==> src/rtl/core/plat_pkg.sv <==
// Shared types, constants and tables for the platform leg length solver.
// No dependencies; all other files but plat_ram use it by scoped names.
package plat_pkg;

    localparam int NUM_LEGS   = 6;
    localparam int NUM_JOINTS = 3 * NUM_LEGS;
    localparam int ADDR_W     = $clog2(NUM_JOINTS);
    localparam int LEG_W      = 3;
    localparam int WORD_W     = 32;
    localparam int Z_W        = 36;   // CORDIC angle accumulator
    localparam int XY_W       = 34;   // sin/cos and Q30 products
    localparam int OP_W       = 35;   // multiplier operand
    localparam int PROD_W     = 2 * OP_W;
    localparam int ACC_W      = 68;   // dot product accumulator
    localparam int CMP_W      = ACC_W - 30;
    localparam int Q_SHIFT    = 30;
    localparam int NUM_QPROD  = 14;

    localparam logic signed [Z_W-1:0]  Q_PI      = 36'sd3373259426;
    localparam logic signed [Z_W-1:0]  Q_HALF_PI = 36'sd1686629713;
    localparam logic signed [Z_W-1:0]  Q_TWO_PI  = 36'sd6746518852;
    localparam logic signed [XY_W-1:0] Q_GAIN    = 34'sd652032874;
    localparam logic [WORD_W-1:0]      LEN_MAX   = 32'hFFFF_FFFF;

    typedef struct packed {
        logic                   done;
        logic signed [XY_W-1:0] sin_v;
        logic signed [XY_W-1:0] cos_v;
    } t_cordic_res;

    typedef struct packed {
        logic              done;
        logic [WORD_W-1:0] root;
    } t_sqrt_res;

    // atan(2^-i) in Q30
    function automatic logic signed [Z_W-1:0] atan_q30(input logic [4:0] i);
        logic signed [Z_W-1:0] v;
        case (i)
            5'd0:  v = 36'sd843314856;
            5'd1:  v = 36'sd497837829;
            5'd2:  v = 36'sd263043836;
            5'd3:  v = 36'sd133525158;
            5'd4:  v = 36'sd67021686;
            5'd5:  v = 36'sd33543515;
            5'd6:  v = 36'sd16775850;
            5'd7:  v = 36'sd8388437;
            5'd8:  v = 36'sd4194282;
            5'd9:  v = 36'sd2097149;
            5'd10: v = 36'sd1048575;
            5'd11: v = 36'sd524287;
            5'd12: v = 36'sd262143;
            5'd13: v = 36'sd131071;
            5'd14: v = 36'sd65535;
            5'd15: v = 36'sd32767;
            5'd16: v = 36'sd16383;
            5'd17: v = 36'sd8191;
            5'd18: v = 36'sd4095;
            5'd19: v = 36'sd2047;
            5'd20: v = 36'sd1023;
            5'd21: v = 36'sd511;
            5'd22: v = 36'sd255;
            5'd23: v = 36'sd127;
            5'd24: v = 36'sd63;
            5'd25: v = 36'sd31;
            5'd26: v = 36'sd15;
            5'd27: v = 36'sd8;
            5'd28: v = 36'sd4;
            5'd29: v = 36'sd2;
            5'd30: v = 36'sd1;
            default: v = 36'sd0;
        endcase
        return v;
    endfunction

endpackage

==> src/rtl/core/plat_cordic.sv <==
// Iterative sin/cos: range reduction, then 32 rotation steps, one per cycle.
// Depends on plat_pkg.
module plat_cordic (
    input  logic                            i_clk,
    input  logic                            i_rst_n,
    input  logic                            i_start,
    input  logic signed [plat_pkg::Z_W-1:0] i_ang,
    output plat_pkg::t_cordic_res           o_res
);
    logic                             r_red;
    logic                             r_it;
    logic                             r_done;
    logic                             r_neg;
    logic [4:0]                       r_i;
    logic signed [plat_pkg::XY_W-1:0] r_x;
    logic signed [plat_pkg::XY_W-1:0] r_y;
    logic signed [plat_pkg::Z_W-1:0]  r_z;
    logic signed [plat_pkg::XY_W-1:0] w_dx;
    logic signed [plat_pkg::XY_W-1:0] w_dy;

    assign w_dx = r_y >>> r_i;
    assign w_dy = r_x >>> r_i;

    always_ff @(posedge i_clk) begin
        if (!i_rst_n) begin
            r_red  <= 1'b0;
            r_it   <= 1'b0;
            r_done <= 1'b0;
        end else begin
            r_done <= 1'b0;
            if (i_start) begin
                r_z   <= i_ang;
                r_red <= 1'b1;
                r_it  <= 1'b0;
                r_neg <= 1'b0;
                r_x   <= plat_pkg::Q_GAIN;
                r_y   <= '0;
                r_i   <= '0;
            end else if (r_red) begin
                if (r_z > plat_pkg::Q_PI) begin
                    r_z <= r_z - plat_pkg::Q_TWO_PI;
                end else if (r_z < -plat_pkg::Q_PI) begin
                    r_z <= r_z + plat_pkg::Q_TWO_PI;
                end else begin
                    r_red <= 1'b0;
                    r_it  <= 1'b1;
                    // fold into the right half plane, flip signs at the end
                    if (r_z > plat_pkg::Q_HALF_PI) begin
                        r_z   <= r_z - plat_pkg::Q_PI;
                        r_neg <= 1'b1;
                    end else if (r_z < -plat_pkg::Q_HALF_PI) begin
                        r_z   <= r_z + plat_pkg::Q_PI;
                        r_neg <= 1'b1;
                    end
                end
            end else if (r_it) begin
                if (r_z >= 0) begin
                    r_x <= r_x - w_dx;
                    r_y <= r_y + w_dy;
                    r_z <= r_z - plat_pkg::atan_q30(r_i);
                end else begin
                    r_x <= r_x + w_dx;
                    r_y <= r_y - w_dy;
                    r_z <= r_z + plat_pkg::atan_q30(r_i);
                end
                r_i <= r_i + 5'd1;
                if (r_i == 5'd31) begin
                    r_it   <= 1'b0;
                    r_done <= 1'b1;
                end
            end
        end
    end

    assign o_res.done  = r_done;
    assign o_res.sin_v = r_neg ? -r_y : r_y;
    assign o_res.cos_v = r_neg ? -r_x : r_x;
endmodule

==> config.mk <==
export PLATFORM = sky130hd
export DESIGN_NAME = plat_cordic
export DESIGN_NICKNAME = d
export VERILOG_FILES = /design/src/rtl/core/plat_pkg.sv /design/src/rtl/core/plat_cordic.sv
export SDC_FILE = /design/constraint.sdc
export NUM_CORES = 1
export LEC_CHECK = 0
export BUFFER_PORTS_ARGS = -buffer_cell sky130_fd_sc_hd__buf_2
export CAP_MARGIN = 20
export CORE_MARGIN = 4
export CORE_UTILIZATION = 30
export CTS_CLUSTER_DIAMETER = 40
export DETAILED_ROUTE_END_ITERATION = 7
export HOLD_SLACK_MARGIN = 0.08
export SYNTH_ARGS = -nofsm -noshare
export SYNTH_HDL_FRONTEND = slang
export SYNTH_SLANG_ARGS = --single-unit
export TNS_END_PERCENT = 100
==> constraint.sdc <==
create_clock -name i_clk -period 13.6 [get_ports i_clk]
set_input_delay 0.68 -clock i_clk [delete_from_list [all_inputs] [get_ports i_clk]]
set_output_delay 0.68 -clock i_clk [all_outputs]
set_load 0.02 [all_outputs]
# Word level (Yosys, flattened, before mapping)
# Memory sizes are Yosys's and may differ from the RTL's. A register that Yosys moved wholly into a read port is not among the register bits.
# Cells that the tools add are included.
dict set report op_classes {
  bitwise_logic 2
  n_reduce_logical 10
  eq_ne 7
  n_mux 47
  order_cmp 5
  n_shift 2
  n_addsub 13
}
# cell n
set ops {}
lappend ops {{$mux W36} 18}
lappend ops {{$mux W34} 8}
lappend ops {{$add A34 B34 Y34} 2}
lappend ops {{$neg A34 Y34} 2}
lappend ops {{$sshr A34 B5 Y34} 2}
lappend ops {{$sub A34 B34 Y34} 2}
lappend ops {{$add A36 B33 Y36 const B} 1}
lappend ops {{$add A36 B34 Y36 const B} 1}
lappend ops {{$add A36 B36 Y36} 1}
lappend ops {{$ge A36 B1 Y1 const B} 1}
lappend ops {{$gt A36 B32 Y1 const B} 1}
lappend ops {{$gt A36 B33 Y1 const B} 1}
lappend ops {{$lt A36 B32 Y1 const B} 1}
lappend ops {{$lt A36 B33 Y1 const B} 1}
lappend ops {{$sub A36 B33 Y36 const B} 1}
lappend ops {{$sub A36 B34 Y36 const B} 1}
lappend ops {{$sub A36 B36 Y36} 1}
lappend ops {{$mux W5} 6}
lappend ops {{$mux W1} 15}
lappend ops {{$ne A2 B2 Y1 const B} 5}
lappend ops {{$ne A6 B2 Y1 const B} 1}
lappend ops {{$reduce_and A3 Y1} 2}
lappend ops {{$reduce_bool A3 Y1} 2}
lappend ops {{$add A5 B1 Y5 const B} 1}
lappend ops {{7 further kinds} 9}
dict set report totals {
  reg_bits 113
  memories 2
  out_inout_bits 69
  rom_bits 1920
  inputBits 39
}
# memory depth width read_ports rd_ports_with_merged_regs write_ports line
set memory_table {}
lappend memory_table {{(no name shown)} 32 30 1 1 0 plat_pkg.sv:39} ;# case (i)
lappend memory_table {{(no name shown)} 32 30 1 1 0 plat_pkg.sv:39}

# Depth between registers and ports, before layout
# Gate-level depths: netlist (run 1).
dict set report logic_depth {
  ltp_word 11
  ltp_mapped 29
  mapped_depth_nobuf 23
}

# Worst setup path before layout (run 1)
# No wires, ideal clock.
dict set report synth_path {
  path_type {reg-to-reg}
  startpoint {register r_i[1]}
  endpoint {register r_x[32] (netlist name) (data pin)}
  n_path_buf 7
  setup_time_ps 266
  path_stages_with_launch 28
  t_arrival_ps 5667
  t_required_ps 13334
  period_less_slack_ps 5933
  slack_ps 7667
  path_cell_list {edfxtp_1 buf_6 buf_12 buf_6 buf_6 buf_6 buf_1 clkbuf_1 mux4_2 a32oi_1 o21ai_0 nor3_1 ha_1 nand3_1 nor2_1 nand3_2 o21ai_0 xnor2_1 ha_1 and4_1 and3_1 nand2_1 o211ai_1 a311oi_1 or3b_2 o21ai_0 xnor2_1 nor2_1}
}
dict set report synth_via {
  elab_chain_cells 5
  elab_cells_between_ends 6
}
# element line
set synth_rtl {}
lappend synth_rtl {{start: declaration} plat_cordic.sv:14} ;# logic [4:0] r_i;
lappend synth_rtl {{start signal: assignment} plat_cordic.sv:66} ;# r_i <= r_i + 5'd1;
lappend synth_rtl {{$sshr A34 B5 Y34 *} plat_cordic.sv:21} ;# assign w_dx = r_y >>> r_i;
lappend synth_rtl {{$add A34 B34 Y34 or $sub A34 B34 Y34 (tied branches)} {plat_cordic.sv:62, plat_cordic.sv:58}}
lappend synth_rtl {{$mux W34 *} plat_cordic.sv:57} ;# if (r_z >= 0) begin
lappend synth_rtl {{$mux W34 *} plat_cordic.sv:56} ;# end else if (r_it) begin
lappend synth_rtl {{$mux W34 *} plat_cordic.sv:39} ;# end else if (r_red) begin
lappend synth_rtl {{end signal: assignment} plat_cordic.sv:36} ;# r_x <= plat_pkg::Q_GAIN;
lappend synth_rtl {{end signal: assignment} plat_cordic.sv:58} ;# r_x <= r_x - w_dx;
lappend synth_rtl {{end signal: assignment} plat_cordic.sv:62} ;# r_x <= r_x + w_dx;
lappend synth_rtl {{end: declaration} plat_cordic.sv:15} ;# logic signed [plat_pkg::XY_W-1:0] r_x;
# Mark *: on every way between the ends. The rest lies on a longest branch, timed or not. The select of a mux whose other input is x is not followed.
# A chain may end at the register's enable or synchronous reset.

# Worst setup path in the final report (run 1)
dict set report layout_path {
  startpoint {register r_i[0]}
  endpoint {register r_y[33] (netlist name) (data pin)}
}
dict set report layout_via {
  elab_chain_cells 5
  elab_cells_between_ends 6
}
# element line
set layout_rtl {}
lappend layout_rtl {{$sshr A34 B5 Y34 *} plat_cordic.sv:22} ;# assign w_dy = r_x >>> r_i;
lappend layout_rtl {{$sub A34 B34 Y34 or $add A34 B34 Y34 (tied branches)} {plat_cordic.sv:63, plat_cordic.sv:59}}
lappend layout_rtl {{$mux W34 *} plat_cordic.sv:57}
lappend layout_rtl {{$mux W34 *} plat_cordic.sv:56}
lappend layout_rtl {{$mux W34 *} plat_cordic.sv:39}
lappend layout_rtl {{end signal: assignment} plat_cordic.sv:59} ;# r_y <= r_y + w_dy;
lappend layout_rtl {{end signal: assignment} plat_cordic.sv:63} ;# r_y <= r_y - w_dy;
lappend layout_rtl {{end: declaration} plat_cordic.sv:16} ;# logic signed [plat_pkg::XY_W-1:0] r_y;
# Marked as above.

==> flow_metrics.tcl, run 1 <==
set metrics [dict create \
    min_to "r_z[7]$_DFFE_PP_" \
    synthCells 2808 \
    rsz0062_at_grt "false" \
    wl_met2_um 37200 \
    routed_wirelength_um 83000 \
    hold_buffers 0 \
    syn_area_mm2 0.0226 \
    avgSynthCellArea_um2 8.05 \
    synth_area_leaders "edfxtp_1 15%, mux4_2 8.2%, ha_1 6.8%" \
    cts_resized 0 \
    final_core_util_pct 32.5 \
    cp-start-kind "flip-flop" \
    reg2reg_depth 22 \
    synthArstFlopShare_pct 0 \
    whs_path_depth 2 \
    start_util_pct 30.3 \
    cts_made_buffers 17 \
    pre_cts_slack_ps 5700 \
    wl_met3_um 7900 \
    slew_headroom_pct 26.5 \
    pin_count 108 \
    r2r_slack_ps 5690 \
    synth_edf_count 110 \
    routed.top_layer "met5" \
    die_area_mm2 0.0798 \
    r2r-start "r_i[0]$_SDFFCE_PP0P_" \
    antennaDiodeCount 0 \
    outcome "complete, no violations" \
    clock_sinks 143 \
    mappedNetlistNets 2973 \
    ys_ff_latch 143 \
    drt_first_iter_violations 2618 \
    place_congestion 0.994 \
    clock_path_buffers 2 \
    critPathCaptureType "flip-flop" \
    path_clk_slew_ps 80 \
    overflow 0 \
    syn2layout_area_growth_pct 7.11 \
    antenna_found_initial 1 \
    cts_tree "built" \
    grtUsageTotal_pct 20.1 \
    yosysUniqueCellTypes 113 \
    synth_top_area_cell "edfxtp_1" \
    fmax_mhz 126 \
    firstDrtPassIters 8 \
    synth.top_cell.area_share_pct 14.6 \
    r2r-end "r_y[33]$_SDFFCE_PP0P_" \
    die_y_um 283 \
    drt-met1-wl_um 34800 \
    drc 0 \
    fin_crit_ps 7910 \
    fin_crit_sh_pct 58.2 \
    power_density_mw_per_mm2 135 \
    hold_violations 0 \
    drive_gt1_share_pct 13.3 \
    post-cts-setup-buffers 0 \
    dpl.hpwl_um 60500 \
    yosys_warnings 0 \
    drtAntennaViolNets 0 \
    crit_type "flip-flop to flip-flop" \
    p_leak_nw 8.89 \
    routedWlPerCell_um 22.3 \
    maxSlewViolCount 0 \
    vias 22913 \
    portBuffers 107 \
    die_x_um 283 \
    cap_viol_max_count 0 \
    cp_max_fo 62 \
    ys_top_cells_by_count "281 x nand2_1, 213 x nor2_1, 208 x o21ai_0" \
    grt_max_degree 80 \
    arrival_ps 8150 \
    fin_nets 2907 \
    yosysMostFrequentCell "nand2_1" \
    hp-start "i_ang[7]" \
    yosys_most_used_dff "edfxtp_1" \
    ys_seq_area_share_pct 17.5 \
    timing.final.ws_setup_ps 5690 \
    core-area_mm2 0.0746 \
    skew_ps 21.0 \
    rows 100 \
    tightest_slew_ps 1100 \
    grt_pass1_vias 20881 \
    critPathRequiredTime_ps 13840 \
    htree_num_levels 4 \
    tns_ps 0 \
    setup_viol 0 \
    viasPerCell 6.15 \
    grt_pass1_wl_um 126000 \
    peakVddDrop_mv 0.0788 \
    clk_latency_ps 490 \
    hold_class "input port to flip-flop" \
    clockRootBuffer "clkbuf_16" \
]
[layout by cell type (no fill, tap or decap), types with 29 or more instances in the layout]
| master | netlist | routed |
|---|---|---|
| nand2_1 | 281 | 281 |
| nor2_1 | 213 | 213 |
| o21ai_0 | 208 | 207 |
| a21oi_1 | 179 | 178 |
| xnor2_1 | 153 | 153 |
| ha_1 | 123 | 123 |
| edfxtp_1 | 110 | 110 |
| buf_2 | 17 | 106 |
| xor2_1 | 100 | 100 |
| mux4_2 | 82 | 82 |
| inv_1 | 68 | 67 |
| nand3_1 | 63 | 63 |
| mux2i_1 | 59 | 58 |
| o31ai_1 | 54 | 54 |
| a21o_1 | 53 | 53 |
| a211oi_1 | 46 | 46 |
| nand2b_1 | 41 | 41 |
| nor3_1 | 41 | 40 |
| buf_4 | 6 | 38 |
| mux2_2 | 35 | 35 |
| a31oi_1 | 35 | 34 |
| dfxtp_1 | 33 | 33 |
| o22ai_1 | 31 | 31 |
| o211ai_1 | 29 | 29 |
| or3_1 | 29 | 29 |
[metal layers]
metal  GRT usage [%]  vias to the layer above
li1                -                    10512
met3            3.46                      191
met2            31.5                     1252
met1            27.6                    10956
met4            7.94                        2
met5               0                        -
[power by group]
part	internal, mW	switching (mW)	total, mW
combinational	0.820	1.17	1.99
sequential	0.574	0.213	0.786
clock	0.259	0.245	0.503
total	1.65	1.62	3.28
[cell families (layout without fill, tap and decap cells)]
family          count (synthesis)  count (layout)  synth area share [%]
fa+ha+maj                     126             126                  7.07
buf+inv                       301             248                  5.87
flops                         143             143                  17.5
xor+xnor                      254             254                  9.90
compound gates                907             907                  26.9
simple gates                  895             895                  19.7
mux                           182             182                  13.0
[how the worst max path moves through the flow]
stage	start	endpoint	slack, ps	depth (start not counted)
after CTS	r_i[0]$_SDFFCE_PP0P_	r_y[33]$_SDFFCE_PP0P_	5680	22
after detailed placement	r_i[0]$_SDFFCE_PP0P_	r_y[33]$_SDFFCE_PP0P_	5700	22
after global routing	r_i[0]$_SDFFCE_PP0P_	r_y[33]$_SDFFCE_PP0P_	5060	20
final	r_i[0]$_SDFFCE_PP0P_	r_y[33]$_SDFFCE_PP0P_	5690	22
after floorplan	r_i[1]$_SDFFCE_PP0P_	r_x[32]$_SDFFCE_PP0P_	7670	27
after global placement	r_i[0]$_SDFFCE_PP0P_	r_y[33]$_SDFFCE_PP0P_	5890	22
[critical path: stages (launching register included)]
cell and delay [ps]:
edfxtp_1 720, buf_4 620, buf_4 840, mux4_2 620
nand2_1 80, o221ai_1 100, or3_4 430, clkinv_2 80
ha_1 180, o2111ai_1 240, nor4b_2 550, nand2b_1 120
or2_1 310, o311ai_0 460, ha_1 380, a21o_1 200
a211o_1 300, o21bai_1 130, o211ai_1 180, o31ai_1 410
o21ai_0 200, xnor3_1 340, and2_1 150
[area by class of cell]
class	count	area [µm²]
fillers	7958	50300
multi-input cells	2364	17400
flip-flops and latches	143	3960
well taps	969	1210
repair buffers	144	816
clock buffers	19	464
inverters	72	272
clock inverters	13	128
[metrics by stage]
step           cell area, µm²  power, mW  std cells  hold WS, ps
2_1_floorplan           22600       2.21       2808          478
3_3_place_gp            23600       2.74       3691          574
3_5_place_dp            23600       2.73       3691          565
6_report                24200       3.28       3724          454
4_1_cts                 24200       3.26       3723          417
5_1_grt                 24200       3.51       3724          450
Power figures use the tool's default switching activity.
==> run 2, diff against run 1 <==
==> constraint.sdc (replaced) <==
create_clock -name i_clk -period 7 [get_ports i_clk]
set_input_delay 0.35 -clock i_clk [delete_from_list [all_inputs] [get_ports i_clk]]
set_output_delay 0.35 -clock i_clk [all_outputs]
set_load 0.02 [all_outputs]
==> run 2 against run 1 <==
Compared with the run above: sequential share of layout area decreased by 0.39 points; global-route usage increased by 0.54 points; die area unchanged; cell count increased by 1.5%; critical path type unchanged; flip-flop and latch count unchanged; critical path depth unchanged.
==> flow_metrics.tcl, run 2 (synthesis gave the netlist of run 1 again) <==
set metrics [dict create \
    die_x_um 283 \
    core-area_mm2 0.0746 \
    die_area_mm2 0.0798 \
    pin_count 108 \
    drt_first_iter_violations 2786 \
    final_core_util_pct 33.3 \
    outcome "complete, no violations" \
    drt-met1-wl_um 36900 \
    die_y_um 283 \
    antenna_found_initial 1 \
    cp-start-kind "flip-flop" \
    portBuffers 107 \
    firstDrtPassIters 6 \
    layout_commonest_cell "nand2_1" \
    rows 100 \
    power_density_mw_per_mm2 263 \
    skew_ps 17.3 \
    power_mw 6.52 \
    tns_ps 0 \
    dpl.hpwl_um 64100 \
    drc 0 \
    routed.top_layer "met4" \
    cts_tree "built" \
    viasPerCell 6.07 \
    grt_pass1_vias 21253 \
    setup_viol 0 \
    maxSlewViolCount 0 \
    drive_gt1_share_pct 15.0 \
    placed_cell_area_mm2 0.0241 \
    htree_num_levels 4 \
    grtUsageTotal_pct 20.6 \
    critPathRequiredTime_ps 7230 \
    cts_made_buffers 17 \
    tightest_slew_ps 1130 \
    start_util_pct 30.3 \
    critPathCaptureType "flip-flop" \
    syn2layout_area_growth_pct 9.70 \
    fmax_mhz 154 \
    arrival_ps 6720 \
    hold_buffers 0 \
    rsz0062_at_grt "false" \
    clock_path_buffers 2 \
    stdcell_area_mm2 0.0248 \
    overflow 0 \
    clk_latency_ps 490 \
    clockRootBuffer "clkbuf_16" \
    routedWlPerCell_um 22.6 \
    hold_violations 0 \
    hold_class "input port to flip-flop" \
    final_cell_mix "281 x nand2_1, 213 x nor2_1, 207 x o21ai_0, 178 x a21oi_1, 153 x xnor2_1" \
    grt_pass1_wl_um 130000 \
    drtAntennaViolNets 0 \
    cap_viol_max_count 0 \
    place_congestion 1.01 \
    routed_wirelength_um 85500 \
    cp_max_fo 39 \
    vias 22959 \
    nFillCells 7943 \
    path_clk_slew_ps 80 \
    fin_nets 2962 \
    fin_crit_ps 6500 \
    slew_headroom_pct 24.6 \
    fin_crit_sh_pct 92.8 \
    clock_sinks 143 \
    wl_met3_um 7430 \
    crit_type "flip-flop to flip-flop" \
    peakVddDrop_mv 0.175 \
    wl_met2_um 38100 \
    grt_max_degree 69 \
    p_leak_nw 9.22 \
]
## run 2: cell types whose count changed in the layout (fill, tap and decap cells not counted), sizes merged
cell	change
buf	+55
diode	+1
bufinv	+1
clkinv	-1
clkbuf	+1
inv	-1
## run 2: final timing paths
| check | startpoint | endpoint | slack (ps) | cells past startpoint |
|---|---|---|---|---|
| worst max-delay path | r_i[1]$_SDFFCE_PP0P_ | r_x[27]$_SDFFCE_PP0P_ | 500 | 22 |
| worst min-delay path | i_ang[19] | r_z[19]$_DFFE_PP_ | 140 | 2 |
| worst max register to register | r_i[1]$_SDFFCE_PP0P_ | r_x[27]$_SDFFCE_PP0P_ | 500 | 22 |
| worst min register to register | r_it$_SDFFE_PP0P_ | r_done$_SDFF_PP0_ | 610 | 1 |
## run 2: area by class of cell
| type | count | area [µm²] | share of cell area, % |
|---|---|---|---|
| Timing Repair Buffer | 199 | 1340 | 5.40 |
| Clock inverter | 12 | 149 | 0.600 |
| Sequential cell | 143 | 3960 | 16.0 |
| Tap cell | 969 | 1210 | 4.89 |
| Antenna cell | 1 | 2.50 | 0.0101 |
| Multi-Input combinational cell | 2364 | 17400 | 70.0 |
| Clock buffer | 20 | 500 | 2.02 |
| Inverter | 72 | 272 | 1.09 |
## run 2: metrics by stage
step,worst slack [ps],cells,hold slack (ps)
3_3_place_gp,428,3742,578
5_1_grt,163,3779,138
2_1_floorplan,1070,2808,478
3_5_place_dp,391,3742,601
4_1_cts,410,3774,125
6_report,501,3780,141
## run 2: power breakdown
part,leakage (nW),switching [mW],total (mW),internal (mW)
Clock,0.321,0.461,1.03,0.573
Sequential,1.31,0.388,1.50,1.11
Combinational,7.58,2.34,3.99,1.65
Total,9.22,3.19,6.52,3.34
## run 2: routing by layer
metal	global-route usage, %	vias up
met5	0	-
li1	-	10637
met2	32.6	1142
met1	28.3	10983
met4	7.14	0
met3	3.85	197
## run 2: worst max-delay path, stage by stage, from the launching register on
cell and delay, ps:
edfxtp_1 480, buf_12 280, buf_12 260, mux4_2 540
mux2i_1 380, o22ai_1 150, nor2_1 340, ha_1 230
nand3_1 150, nor2_1 310, nand2_1 90, nand2_1 80
xor2_1 330, ha_1 270, and3_1 220, o2111ai_1 160
a21boi_0 650, a21oi_1 250, a221oi_1 450, a21oi_1 170
o21ai_0 220, xnor2_1 140, nor2_1 50
## run 2: what timing repair did
action,in CTS,in global routing
resized for setup,0,0
buffers inserted,0,3
setup endpoints to repair,0,3
